--- src/rtl/css_pkg.sv ---
package css_pkg;

	localparam int MAX_SIZE   = 128;
	localparam int PIXEL_BITS = 8;
	localparam int SIZE_BITS  = 8;
	localparam int POS_BITS   = $clog2(MAX_SIZE);
	localparam int SUM_BITS   = 11;
	localparam int MIN_SIZE   = 3;

	// result queue behind the stencil stage
	localparam int QUEUE_DEPTH = 3;
	localparam int QPTR_BITS   = 2;
	localparam int QCNT_BITS   = 2;

	typedef struct packed {
		logic [PIXEL_BITS-1:0] pixel;
		logic                  first_of_frame;
	} px_word_t;

	typedef struct packed {
		logic [SUM_BITS-1:0] cross_sum;
		logic [POS_BITS-1:0] centre_row;
		logic [POS_BITS-1:0] centre_col;
	} res_word_t;

endpackage

--- src/rtl/css_ram.sv ---
module css_ram #(
	parameter int WIDTH = 8,
	parameter int DEPTH = 128
) (
	input  logic                     clk,
	input  logic                     we,
	input  logic [$clog2(DEPTH)-1:0] waddr,
	input  logic [WIDTH-1:0]         wdata,
	input  logic [$clog2(DEPTH)-1:0] raddr,
	output logic [WIDTH-1:0]         rdata
);

	logic [WIDTH-1:0] mem [DEPTH];

	// read returns the old contents when the same entry is written
	always_ff @(posedge clk) begin
		if (we) begin
			mem[waddr] <= wdata;
		end
		rdata <= mem[raddr];
	end

endmodule

--- src/rtl/cross_stencil_sum_unit.sv ---
// Five-point cross sum over a square image streamed in raster order, one pixel word per
// clock sustained; px_ready drops only when the three-entry result queue has no room for
// the sums in flight. For each interior pixel a result word (sum of the pixel and its four
// direct neighbours, with its row and column) is registered in stage 1 once the pixel
// below it is taken, then written to the result queue and offered from there; border
// positions give nothing. Two line stores hold the previous two rows: one 16-bit RAM read
// at the current column and one 8-bit copy read one column ahead, both rewritten in the
// cycle after the read, with forwarding when the next pixel hits the same entry. The line
// stores are not cleared: results need two full rows of the frame first. image_size is
// clamped to 3..128; the user must write it only while the block is idle, unchecked.
module cross_stencil_sum_unit
	import css_pkg::*;
(
	input  logic                 clk,
	input  logic                 arst_n,
	input  logic                 cfg_valid,
	output logic                 cfg_ready,
	input  logic [SIZE_BITS-1:0] cfg_data,
	input  logic                 px_valid,
	output logic                 px_ready,
	input  px_word_t             px,
	output logic                 res_valid,
	input  logic                 res_ready,
	output res_word_t            res
);

	logic [SIZE_BITS-1:0]  size_q;
	logic [POS_BITS-1:0]   row_q, col_q;
	logic [PIXEL_BITS-1:0] left_q;

	logic                  acc;
	logic [POS_BITS-1:0]   r0, c0, c0_ahead;
	logic                  col_last, row_last, res0;

	logic                  valid_s1, res_s1, hit_c_s1, hit_r_s1;
	logic [PIXEL_BITS-1:0] pix_s1, fwd_pix_s1, fwd_up_s1;
	logic [POS_BITS-1:0]   col_s1, row_s1;

	logic [2*PIXEL_BITS-1:0] pair_rd;
	logic [PIXEL_BITS-1:0]   ahead_rd;
	logic [PIXEL_BITS-1:0]   centre_eff, up_eff, right_eff;
	logic [SUM_BITS-1:0]     sum_s1;

	res_word_t            queue_q [QUEUE_DEPTH];
	logic [QPTR_BITS-1:0] wr_ptr_q, rd_ptr_q;
	logic [QCNT_BITS-1:0] cnt_q;
	logic                 push, pop;

	assign cfg_ready = 1'b1;

	// position of the incoming pixel
	always_comb begin
		r0 = px.first_of_frame ? '0 : row_q;
		c0 = px.first_of_frame ? '0 : col_q;
		if ({1'b0, c0} >= size_q) begin
			c0 = '0;
		end
		if ({1'b0, r0} >= size_q) begin
			r0 = '0;
		end
		col_last = ({1'b0, c0} + SIZE_BITS'(1)) >= size_q;
		row_last = ({1'b0, r0} + SIZE_BITS'(1)) >= size_q;
		res0     = (r0 >= POS_BITS'(2)) && (c0 >= POS_BITS'(1))
			&& (({1'b0, c0} + SIZE_BITS'(2)) <= size_q);
	end

	assign c0_ahead = c0 + POS_BITS'(1);
	assign acc      = px_valid && px_ready;

	// room for every result already in flight
	assign px_ready = ({1'b0, cnt_q} + {{QCNT_BITS{1'b0}}, res_s1})
		<= (QCNT_BITS+1)'(QUEUE_DEPTH - 1);

	// pair store: row above in the upper byte, row two above in the lower byte
	css_ram #(.WIDTH(2*PIXEL_BITS), .DEPTH(MAX_SIZE)) u_pair_ram (
		.clk   (clk),
		.we    (valid_s1),
		.waddr (col_s1),
		.wdata ({pix_s1, centre_eff}),
		.raddr (c0),
		.rdata (pair_rd)
	);

	// copy of the row above, read one column ahead for the right neighbour
	css_ram #(.WIDTH(PIXEL_BITS), .DEPTH(MAX_SIZE)) u_ahead_ram (
		.clk   (clk),
		.we    (valid_s1),
		.waddr (col_s1),
		.wdata (pix_s1),
		.raddr (c0_ahead),
		.rdata (ahead_rd)
	);

	assign centre_eff = hit_c_s1 ? fwd_pix_s1 : pair_rd[2*PIXEL_BITS-1:PIXEL_BITS];
	assign up_eff     = hit_c_s1 ? fwd_up_s1 : pair_rd[PIXEL_BITS-1:0];
	assign right_eff  = hit_r_s1 ? fwd_pix_s1 : ahead_rd;

	assign sum_s1 = SUM_BITS'(left_q) + SUM_BITS'(centre_eff) + SUM_BITS'(right_eff)
		+ SUM_BITS'(up_eff) + SUM_BITS'(pix_s1);

	always_ff @(posedge clk or negedge arst_n) begin
		if (!arst_n) begin
			size_q   <= SIZE_BITS'(MAX_SIZE);
			row_q    <= '0;
			col_q    <= '0;
			left_q   <= '0;
			valid_s1 <= 1'b0;
			res_s1   <= 1'b0;
		end else begin
			if (cfg_valid && cfg_ready) begin
				if (cfg_data < SIZE_BITS'(MIN_SIZE)) begin
					size_q <= SIZE_BITS'(MIN_SIZE);
				end else if (cfg_data > SIZE_BITS'(MAX_SIZE)) begin
					size_q <= SIZE_BITS'(MAX_SIZE);
				end else begin
					size_q <= cfg_data;
				end
			end
			if (acc) begin
				col_q <= col_last ? '0 : c0 + POS_BITS'(1);
				if (col_last) begin
					row_q <= row_last ? '0 : r0 + POS_BITS'(1);
				end else begin
					row_q <= r0;
				end
			end
			if (valid_s1) begin
				left_q <= centre_eff;
			end
			valid_s1 <= acc;
			res_s1   <= acc && res0;
		end
	end

	// stage 1 payload, with forwarding of the write that lands on the read edge
	always_ff @(posedge clk) begin
		pix_s1     <= px.pixel;
		col_s1     <= c0;
		row_s1     <= r0 - POS_BITS'(1);
		hit_c_s1   <= valid_s1 && (col_s1 == c0);
		hit_r_s1   <= valid_s1 && (col_s1 == c0_ahead);
		fwd_pix_s1 <= pix_s1;
		fwd_up_s1  <= centre_eff;
	end

	assign push = res_s1;
	assign pop  = res_valid && res_ready;

	always_ff @(posedge clk or negedge arst_n) begin
		if (!arst_n) begin
			wr_ptr_q <= '0;
			rd_ptr_q <= '0;
			cnt_q    <= '0;
		end else begin
			if (push) begin
				wr_ptr_q <= (wr_ptr_q == QPTR_BITS'(QUEUE_DEPTH - 1)) ? '0 : wr_ptr_q + 1'b1;
			end
			if (pop) begin
				rd_ptr_q <= (rd_ptr_q == QPTR_BITS'(QUEUE_DEPTH - 1)) ? '0 : rd_ptr_q + 1'b1;
			end
			if (push && !pop) begin
				cnt_q <= cnt_q + 1'b1;
			end else if (pop && !push) begin
				cnt_q <= cnt_q - 1'b1;
			end
		end
	end

	always_ff @(posedge clk) begin
		if (push) begin
			queue_q[wr_ptr_q] <= '{cross_sum: sum_s1, centre_row: row_s1, centre_col: col_s1};
		end
	end

	assign res_valid = (cnt_q != '0);
	assign res       = queue_q[rd_ptr_q];

	a_no_overflow: assert property (@(posedge clk) disable iff (!arst_n)
		!(push && !pop && (cnt_q == QCNT_BITS'(QUEUE_DEPTH))))
		else $error("result queue overflow");

	a_s1_from_accept: assert property (@(posedge clk) disable iff (!arst_n)
		valid_s1 |-> $past(px_valid && px_ready))
		else $error("stage 1 without an accepted word");

	a_res_needs_s1: assert property (@(posedge clk) disable iff (!arst_n)
		res_s1 |-> valid_s1)
		else $error("result flag without stage 1 word");

	a_interior: assert property (@(posedge clk) disable iff (!arst_n)
		res_valid |-> (res.centre_row != '0) && (res.centre_col != '0))
		else $error("border position reported");

	a_pos_in_range: assert property (@(posedge clk) disable iff (!arst_n)
		(px_valid && px_ready) |=> ({1'b0, col_q} < size_q) && ({1'b0, row_q} < size_q))
		else $error("position counter beyond image size");

endmodule

--- config.mk ---
export PLATFORM = sky130hd
export DESIGN_NAME = cross_stencil_sum_unit
export DESIGN_NICKNAME = d
export VERILOG_FILES = /design/src/rtl/css_pkg.sv /design/src/rtl/css_ram.sv /design/src/rtl/cross_stencil_sum_unit.sv
export SDC_FILE = /design/constraint.sdc
export NUM_CORES = 2
export LEC_CHECK = 0
export BUFFER_PORTS_ARGS = -buffer_cell sky130_fd_sc_hd__buf_2
export CAP_MARGIN = 20
export CELL_PAD_IN_SITES_DETAIL_PLACEMENT = 1
export CELL_PAD_IN_SITES_GLOBAL_PLACEMENT = 1
export CORE_MARGIN = 2
export CORE_UTILIZATION = 50
export CTS_CLUSTER_DIAMETER = 30
export DETAILED_ROUTE_END_ITERATION = 8
export GPL_ROUTABILITY_DRIVEN = 0
export PLACE_DENSITY_LB_ADDON = 0.1
export SETUP_SLACK_MARGIN = 0.1
export SLEW_MARGIN = 20
export SYNTH_ARGS = -nofsm -noshare
export SYNTH_HDL_FRONTEND = slang
export SYNTH_HIERARCHICAL = 1
export SYNTH_SLANG_ARGS = --single-unit
--- constraint.sdc ---
create_clock -name clk -period 9.5 [get_ports clk]
set_input_delay 0.475 -clock clk [delete_from_list [all_inputs] [get_ports clk]]
set_output_delay 0.475 -clock clk [all_outputs]
set_load 0.01 [all_outputs]
# ---- Word-level counts from Yosys, hierarchy flattened
# Memory sizes are Yosys's and may differ from the RTL's. A register that Yosys moved wholly into a read port is not among the register bits.
# Index checks and enable logic that the tools add are counted.
dict set report classes {
  mux 20
  div 0
  add_sub_neg 15
  n_bitwise 0
  n_mul 0
  order_cmp 10
  shifts 0
  eq_ne 4
  reduce_logical 13
}
# operator count
set op_table {}
lappend op_table {{two-way mux 7 bit} 7}
lappend op_table {{two-way mux 8 bit} 5}
lappend op_table {{adder 7 x 1 -> 8 bit, second input constant} 2}
lappend op_table {{>= comparator 7 x 8 -> 1 bit} 2}
lappend op_table {{>= comparator 8 bit} 2}
lappend op_table {{adder 7 x 1 -> 7 bit, second input constant} 2}
lappend op_table {{equality test 7 bit} 2}
lappend op_table {{adder 10 x 8 -> 11 bit} 1}
lappend op_table {{adder 11 x 8 -> 11 bit} 1}
lappend op_table {{adder 9 x 8 -> 10 bit} 1}
lappend op_table {{adder 8 x 8 -> 9 bit} 1}
lappend op_table {{logical AND 1 bit} 9}
lappend op_table {{adder 7 x 2 -> 8 bit, second input constant} 1}
lappend op_table {{greater-than comparator 8 bit, second input constant} 1}
lappend op_table {{<= comparator 8 bit} 1}
lappend op_table {{less-than comparator 8 x 2 -> 1 bit, second input constant} 1}
lappend op_table {{two-way mux 2 bit} 4}
lappend op_table {{>= comparator 7 x 1 -> 1 bit, second input constant} 1}
lappend op_table {{>= comparator 7 x 2 -> 1 bit, second input constant} 1}
lappend op_table {{subtractor 7 x 1 -> 7 bit, second input constant} 1}
lappend op_table {{adder 2 x 1 -> 2 bit, second input constant} 3}
lappend op_table {{equality test 2 bit, second input constant} 2}
lappend op_table {{two-way mux 1 bit} 4}
lappend op_table {{nonzero test 2 bit} 2}
lappend op_table {{other kinds (4)} 5}
dict set report totals {
  romBits 0
  wordCells 81
  reg_bits 78
  latchBits 0
  input_bits 22
  memories 3
  ramBits 3147
  out_inout_bits 28
}
# name depth width rd rd_clocked_by_memory_dff write_ports line
set memory_table {}
lappend memory_table {u_pair_ram.mem 128 16 1 1 1 css_ram.sv:13} ;# logic [WIDTH-1:0] mem [DEPTH];
lappend memory_table {u_ahead_ram.mem 128 8 1 1 1 css_ram.sv:13}
lappend memory_table {queue_q 3 25 1 0 1 cross_stencil_sum_unit.sv:44} ;# res_word_t queue_q [QUEUE_DEPTH];

# ---- Depth between registers and ports, before layout
dict set report logic_depth {
  word_depth 7
  ltp_mapped 22
  depth_no_buf 21
}

# ---- Cells and area by module
# The synthesis kept the hierarchy.
# mod instances area_per_inst_um2 seq_area_each_um2 cells_each
set by_module_without_submodules {}
lappend by_module_without_submodules {{css_ram (u_pair_ram)} 1 78522.8 61819.3 3086}
lappend by_module_without_submodules {{css_ram (u_ahead_ram)} 1 39665.5 30909.6 1635}
lappend by_module_without_submodules {cross_stencil_sum_unit 1 8255.4 4005.1 715}

# ---- Worst setup path before layout
# OpenSTA, ideal clock, no wires.
dict set report synth_path {
  kind {register to register}
  start {register pix_s1[1]}
  end {memory queue_q[0][21] (netlist bit), data pin}
  stages_incl_launch_ff 15
  setup_time_ps 267
  arrival_ps 6811
  required_time_ps 9233
  period_less_slack_ps 7078
  path_slack_ps 2422
  n_path_buf 0
  cell_sequence {dfxtp_1 fa_1 fa_1 inv_1 fa_1 inv_1 ha_1 inv_1 fa_1 nor2b_1 o21ai_0 a21boi_0 o21ai_0 nor2b_1 xnor2_1}
}
dict set report synth_between {
  elab_chain_len 1
}
# item line
set synth_rtl {}
lappend synth_rtl {{start: declaration} cross_stencil_sum_unit.sv:36} ;# logic [PIXEL_BITS-1:0] pix_s1, fwd_pix_s1, fwd_up_s1;
lappend synth_rtl {{start signal: assignment} cross_stencil_sum_unit.sv:137} ;# pix_s1 <= px.pixel;
lappend synth_rtl {{adder 11 x 8 -> 11 bit} cross_stencil_sum_unit.sv:99} ;# + SUM_BITS'(up_eff) + SUM_BITS'(pix_s1);
lappend synth_rtl {{via sum_s1[7]} cross_stencil_sum_unit.sv:42} ;# logic [SUM_BITS-1:0] sum_s1;
lappend synth_rtl {{end: declaration} cross_stencil_sum_unit.sv:44}
# The timed path passes the listed nets, and every way through them passes these cells.

# ---- Worst setup path in the final report
dict set report layout_path {
  start {register col_q[0]}
  end {register u_ahead_ram.rdata[3], read port of u_ahead_ram.mem}
}
dict set report layout_between {
  elab_chain_len 4
}
# item line
set layout_rtl {}
lappend layout_rtl {{start: declaration} cross_stencil_sum_unit.sv:28} ;# logic [POS_BITS-1:0] row_q, col_q;
lappend layout_rtl {{start signal: assignment} cross_stencil_sum_unit.sv:120} ;# col_q <= col_last ? '0 : c0 + POS_BITS'(1);
lappend layout_rtl {{two-way mux 7 bit *} cross_stencil_sum_unit.sv:54} ;# c0 = px.first_of_frame ? '0 : col_q;
lappend layout_rtl {{>= comparator 7 x 8 -> 1 bit} cross_stencil_sum_unit.sv:55} ;# if ({1'b0, c0} >= size_q) begin
lappend layout_rtl {{two-way mux 7 bit *} cross_stencil_sum_unit.sv:55}
lappend layout_rtl {{adder 7 x 1 -> 7 bit *} cross_stencil_sum_unit.sv:67} ;# assign c0_ahead = c0 + POS_BITS'(1);
lappend layout_rtl {{via c0_ahead[0]} cross_stencil_sum_unit.sv:32} ;# logic [POS_BITS-1:0] r0, c0, c0_ahead;
lappend layout_rtl {{end: declaration} css_ram.sv:10} ;# output logic [WIDTH-1:0] rdata
# Mark *: on every way through the listed nets, which the timed path passes. The rest lies on a longest branch.
# A chain may end at the register's enable or synchronous reset.

==> metrics.txt <==
outcome complete, no violations; maximum number of pins on one net before global-route repair 182; CP max FO 110; per-cell via count in the routed design about 6.2; non-filler instance count after layout ~10000; Worst Path Arrival roughly 8500 ps; width of the chip about 510 um; share of synthesized registers carrying an async set or reset 0.0117; leading cell types in the layout, fill and taps excluded sky130_fd_sc_hd__edfxtp_1, sky130_fd_sc_hd__mux4_2, sky130_fd_sc_hd__clkbuf_16, sky130_fd_sc_hd__buf_4, sky130_fd_sc_hd__nor2_1; CP required between 10000 and 15000 ps; CP Launch Point col_q[0]; element type at the critical path end register; TritonCTS Buffers just over 600; CTS sink cnt 3249; worst path buffer plus inverter count 3; Layout area overhead 21.7%; overall power after layout 0.0483 W; Post-Route Hold Slack about 140 ps; final period demand of the worst path 7630 ps; VDD IR max 0.533 mV; Final Worst Setup Slack about 1900 ps; total of warnings raised by yosys 6; first-pass GRT wire length approximately 480 mm; number of cells on the worst reg-to-reg path 15; startpoint of the most critical register-to-register path col_q[0]; total core area around 250000 um2; Post-Syn Instances about 5400; endpoints failing hold 0; Leak Pwr between 40 and 50 nW; number of library cell types mapped by synthesis ~70; std cell rows between 150 and 200; Worst path slowest cell sky130_fd_sc_hd__a311oi_2; wire length per cell after detailed routing 33.9 um; number of slew-limit violations in the final report 0; count of buffers from port buffering 48; cells resized by post-CTS repair 0; die span in y about 500 um; number of flip-flops and latches in the synthesized netlist ~3200; most common cell type on the critical path sky130_fd_sc_hd__mux4_2; Setup crit start kind register; clock root buffer master sky130_fd_sc_hd__clkbuf_16; endpoint of the worst register-to-register path u_ahead_ram/rdata[3]; remaining routing DRC violations 0; syn nets around 5500; sequential element share of the synthesized area 0.765; critical setup path kind reg -> reg; number of DRC markers in iteration 0 approximately 6500; Top FF cell, synth sky130_fd_sc_hd__edfxtp_1; setup TNS after final layout 0 ps; count of flip-flops with a built-in enable after synthesis about 3100; critical path cell sequence nand2_1, ha_1, nand2b_4, a2111o_1, a311oi_2, nand2_4, inv_8, ha_1, xor2_1, inv_8, buf_12, mux4_2, mux4_2, mux4_2, mux2_2; wirelength, routed ~340 mm; maximum frequency from static timing analysis approximately 130 MHz; PD cells about 310 nW/um2; r2r setup slk around 1900 ps; maximum clock path buffer count 4; worst clock skew between 60 and 70 ps; global route overflow 0; Die ar. 257000 um2; initial cell density of the core 0.503; via count of the first global-routing pass between 60000 and 70000; cell types with the largest area share after synthesis sky130_fd_sc_hd__edfxtp_1, sky130_fd_sc_hd__mux4_2, sky130_fd_sc_hd__dfxtp_1; Max-slew headroom 0.228; net total in the final layout 6207; slew at the pin closest to its max-slew limit approximately 1200 ps; critical path depth in cells 15; CTS tree done; H-tree level count 6; commonest non-fill, non-tap cell in the layout sky130_fd_sc_hd__edfxtp_1; max-cap violations 0; I/O pin count 50; Place WS roughly 1700 ps; clock latency reported for the late side of the worst-skew pair about 1000 ps; clock transition at the registers of the reported paths 50 ps; Final Setup Violations 0; Avg Synthesized Cell Area about 23 um2; via count of the routed design 61600; RSZ-0062 raised after global routing no; share of layout cells above drive strength 1 0.375; worst hold path class in -> async; First-pass DRT Iterations 5; total half-perimeter wirelength after legalization and detailed placement around 190 mm; portion of synthesized cell area occupied by the leading cell type 0.747; All-Layer GR Usage 0.265; Placed Cells incl. Taps slightly below 9000; post-synth top area cell sky130_fd_sc_hd__edfxtp_1; post-CTS setup-driven buffer insertion count 0; Final ANT Viol Nets 0; initial antenna violation count between 40 and 50; longest individual stage delay on the worst path 920 ps; end of the critical path u_ahead_ram/rdata[3]; CP top delay family multiplexers; portion of the clock cycle consumed by the worst path in the final layout 0.803; synthesized area about 130000 um2
## per-stage QoR
stage                     area (um2)  utilization
after floorplan               126000            -
after global placement        132000        0.525
after detailed placement      132000        0.525
after CTS                     154000        0.612
after global routing          154000        0.612
final                         154000        0.612
## Yosys cell counts, types with 36 or more instances
master	instances
sky130_fd_sc_hd__edfxtp_1	3147
sky130_fd_sc_hd__mux4_2	1008
sky130_fd_sc_hd__nor2_1	279
sky130_fd_sc_hd__clkbuf_1	147
sky130_fd_sc_hd__nand2_1	90
sky130_fd_sc_hd__buf_2	67
sky130_fd_sc_hd__dfxtp_1	64
sky130_fd_sc_hd__ha_1	61
sky130_fd_sc_hd__o21ai_0	60
sky130_fd_sc_hd__mux2_2	58
sky130_fd_sc_hd__buf_1	49
sky130_fd_sc_hd__inv_1	42
sky130_fd_sc_hd__dfrtp_1	37
sky130_fd_sc_hd__nand3_1	36
## worst min-delay path by stage
stage	startpoint	endpoint	slack (ps)	cells after the start
detailed placement	row_s1[4]	queue_q[0][11]	450	0
floorplan	arst_n	cnt_q[0]	180	0
global placement	row_s1[1]	queue_q[0][8]	440	0
finish	arst_n	rd_ptr_q[1]	140	3
global route	px[6]	pix_s1[5]	130	2
CTS	px[1]	pix_s1[0]	80	2
## power by group
part	internal [W]	total, W	switching (W)
logic	0.00311	0.00865	0.00554
registers	0.0173	0.0175	0.000231
clock network	0.0147	0.0221	0.00745
## registers in the layout, summed over array words and instances, names as in the netlist, 16 cells and up
signal and flops:
u_ahead_ram/mem 1024, queue_q 75, u_pair_ram/rdata 16, u_pair_ram/mem 2048
## layout make-up
| class | count | area [um2] |
|---|---|---|
| fill | 20100 | 97600 |
| sequential | 3249 | 96800 |
| multi-input combinational | 1865 | 28800 |
| clock buffer | 709 | 16200 |
| clock inverter | 431 | 5130 |
| tap | 3348 | 4190 |
| timing repair buffer | 323 | 2590 |
| inverter | 43 | 199 |
| antenna | 12 | 30.0 |
## layer usage
layer  track usage  vias to the layer above  wire [um]
met5       0.00259                        -        157
met1         0.390                    33700     143000
met2         0.404                     2671     159000
li1              -                    24700          -
met3        0.0657                      488      28600
met4        0.0670                       18       7470
## cell families after synthesis
kind of cell,after synthesis,synth area share
AO/OA/AOI/OAI,132,0.00704
XOR/XNOR,34,0.00236
adder cells (fa/ha/maj),84,0.00968
buffers and inverters,322,0.0108
flip-flops,3249,0.765
multiplexers,1093,0.187
other,1,0.0000297
AND/OR/NAND/NOR,521,0.0183
## worst register-to-register path, cell delays in order, from the launching register on
cell and delay (ps):
sky130_fd_sc_hd__dfrtp_1 630, sky130_fd_sc_hd__nand2_1 150, sky130_fd_sc_hd__ha_1 290, sky130_fd_sc_hd__nand2b_4 150
sky130_fd_sc_hd__a2111o_1 460, sky130_fd_sc_hd__a311oi_2 920, sky130_fd_sc_hd__nand2_4 560, sky130_fd_sc_hd__inv_8 580
sky130_fd_sc_hd__ha_1 340, sky130_fd_sc_hd__xor2_1 490, sky130_fd_sc_hd__inv_8 310, sky130_fd_sc_hd__buf_12 670
sky130_fd_sc_hd__mux4_2 470, sky130_fd_sc_hd__mux4_2 550, sky130_fd_sc_hd__mux4_2 600, sky130_fd_sc_hd__mux2_2 320
## what timing repair did
action,CTS,global route
hold buffers,32,0
hold endpoints to repair,58,0
setup endpoints to repair,0,0
No activity file was read; power rests on OpenSTA's default activity.
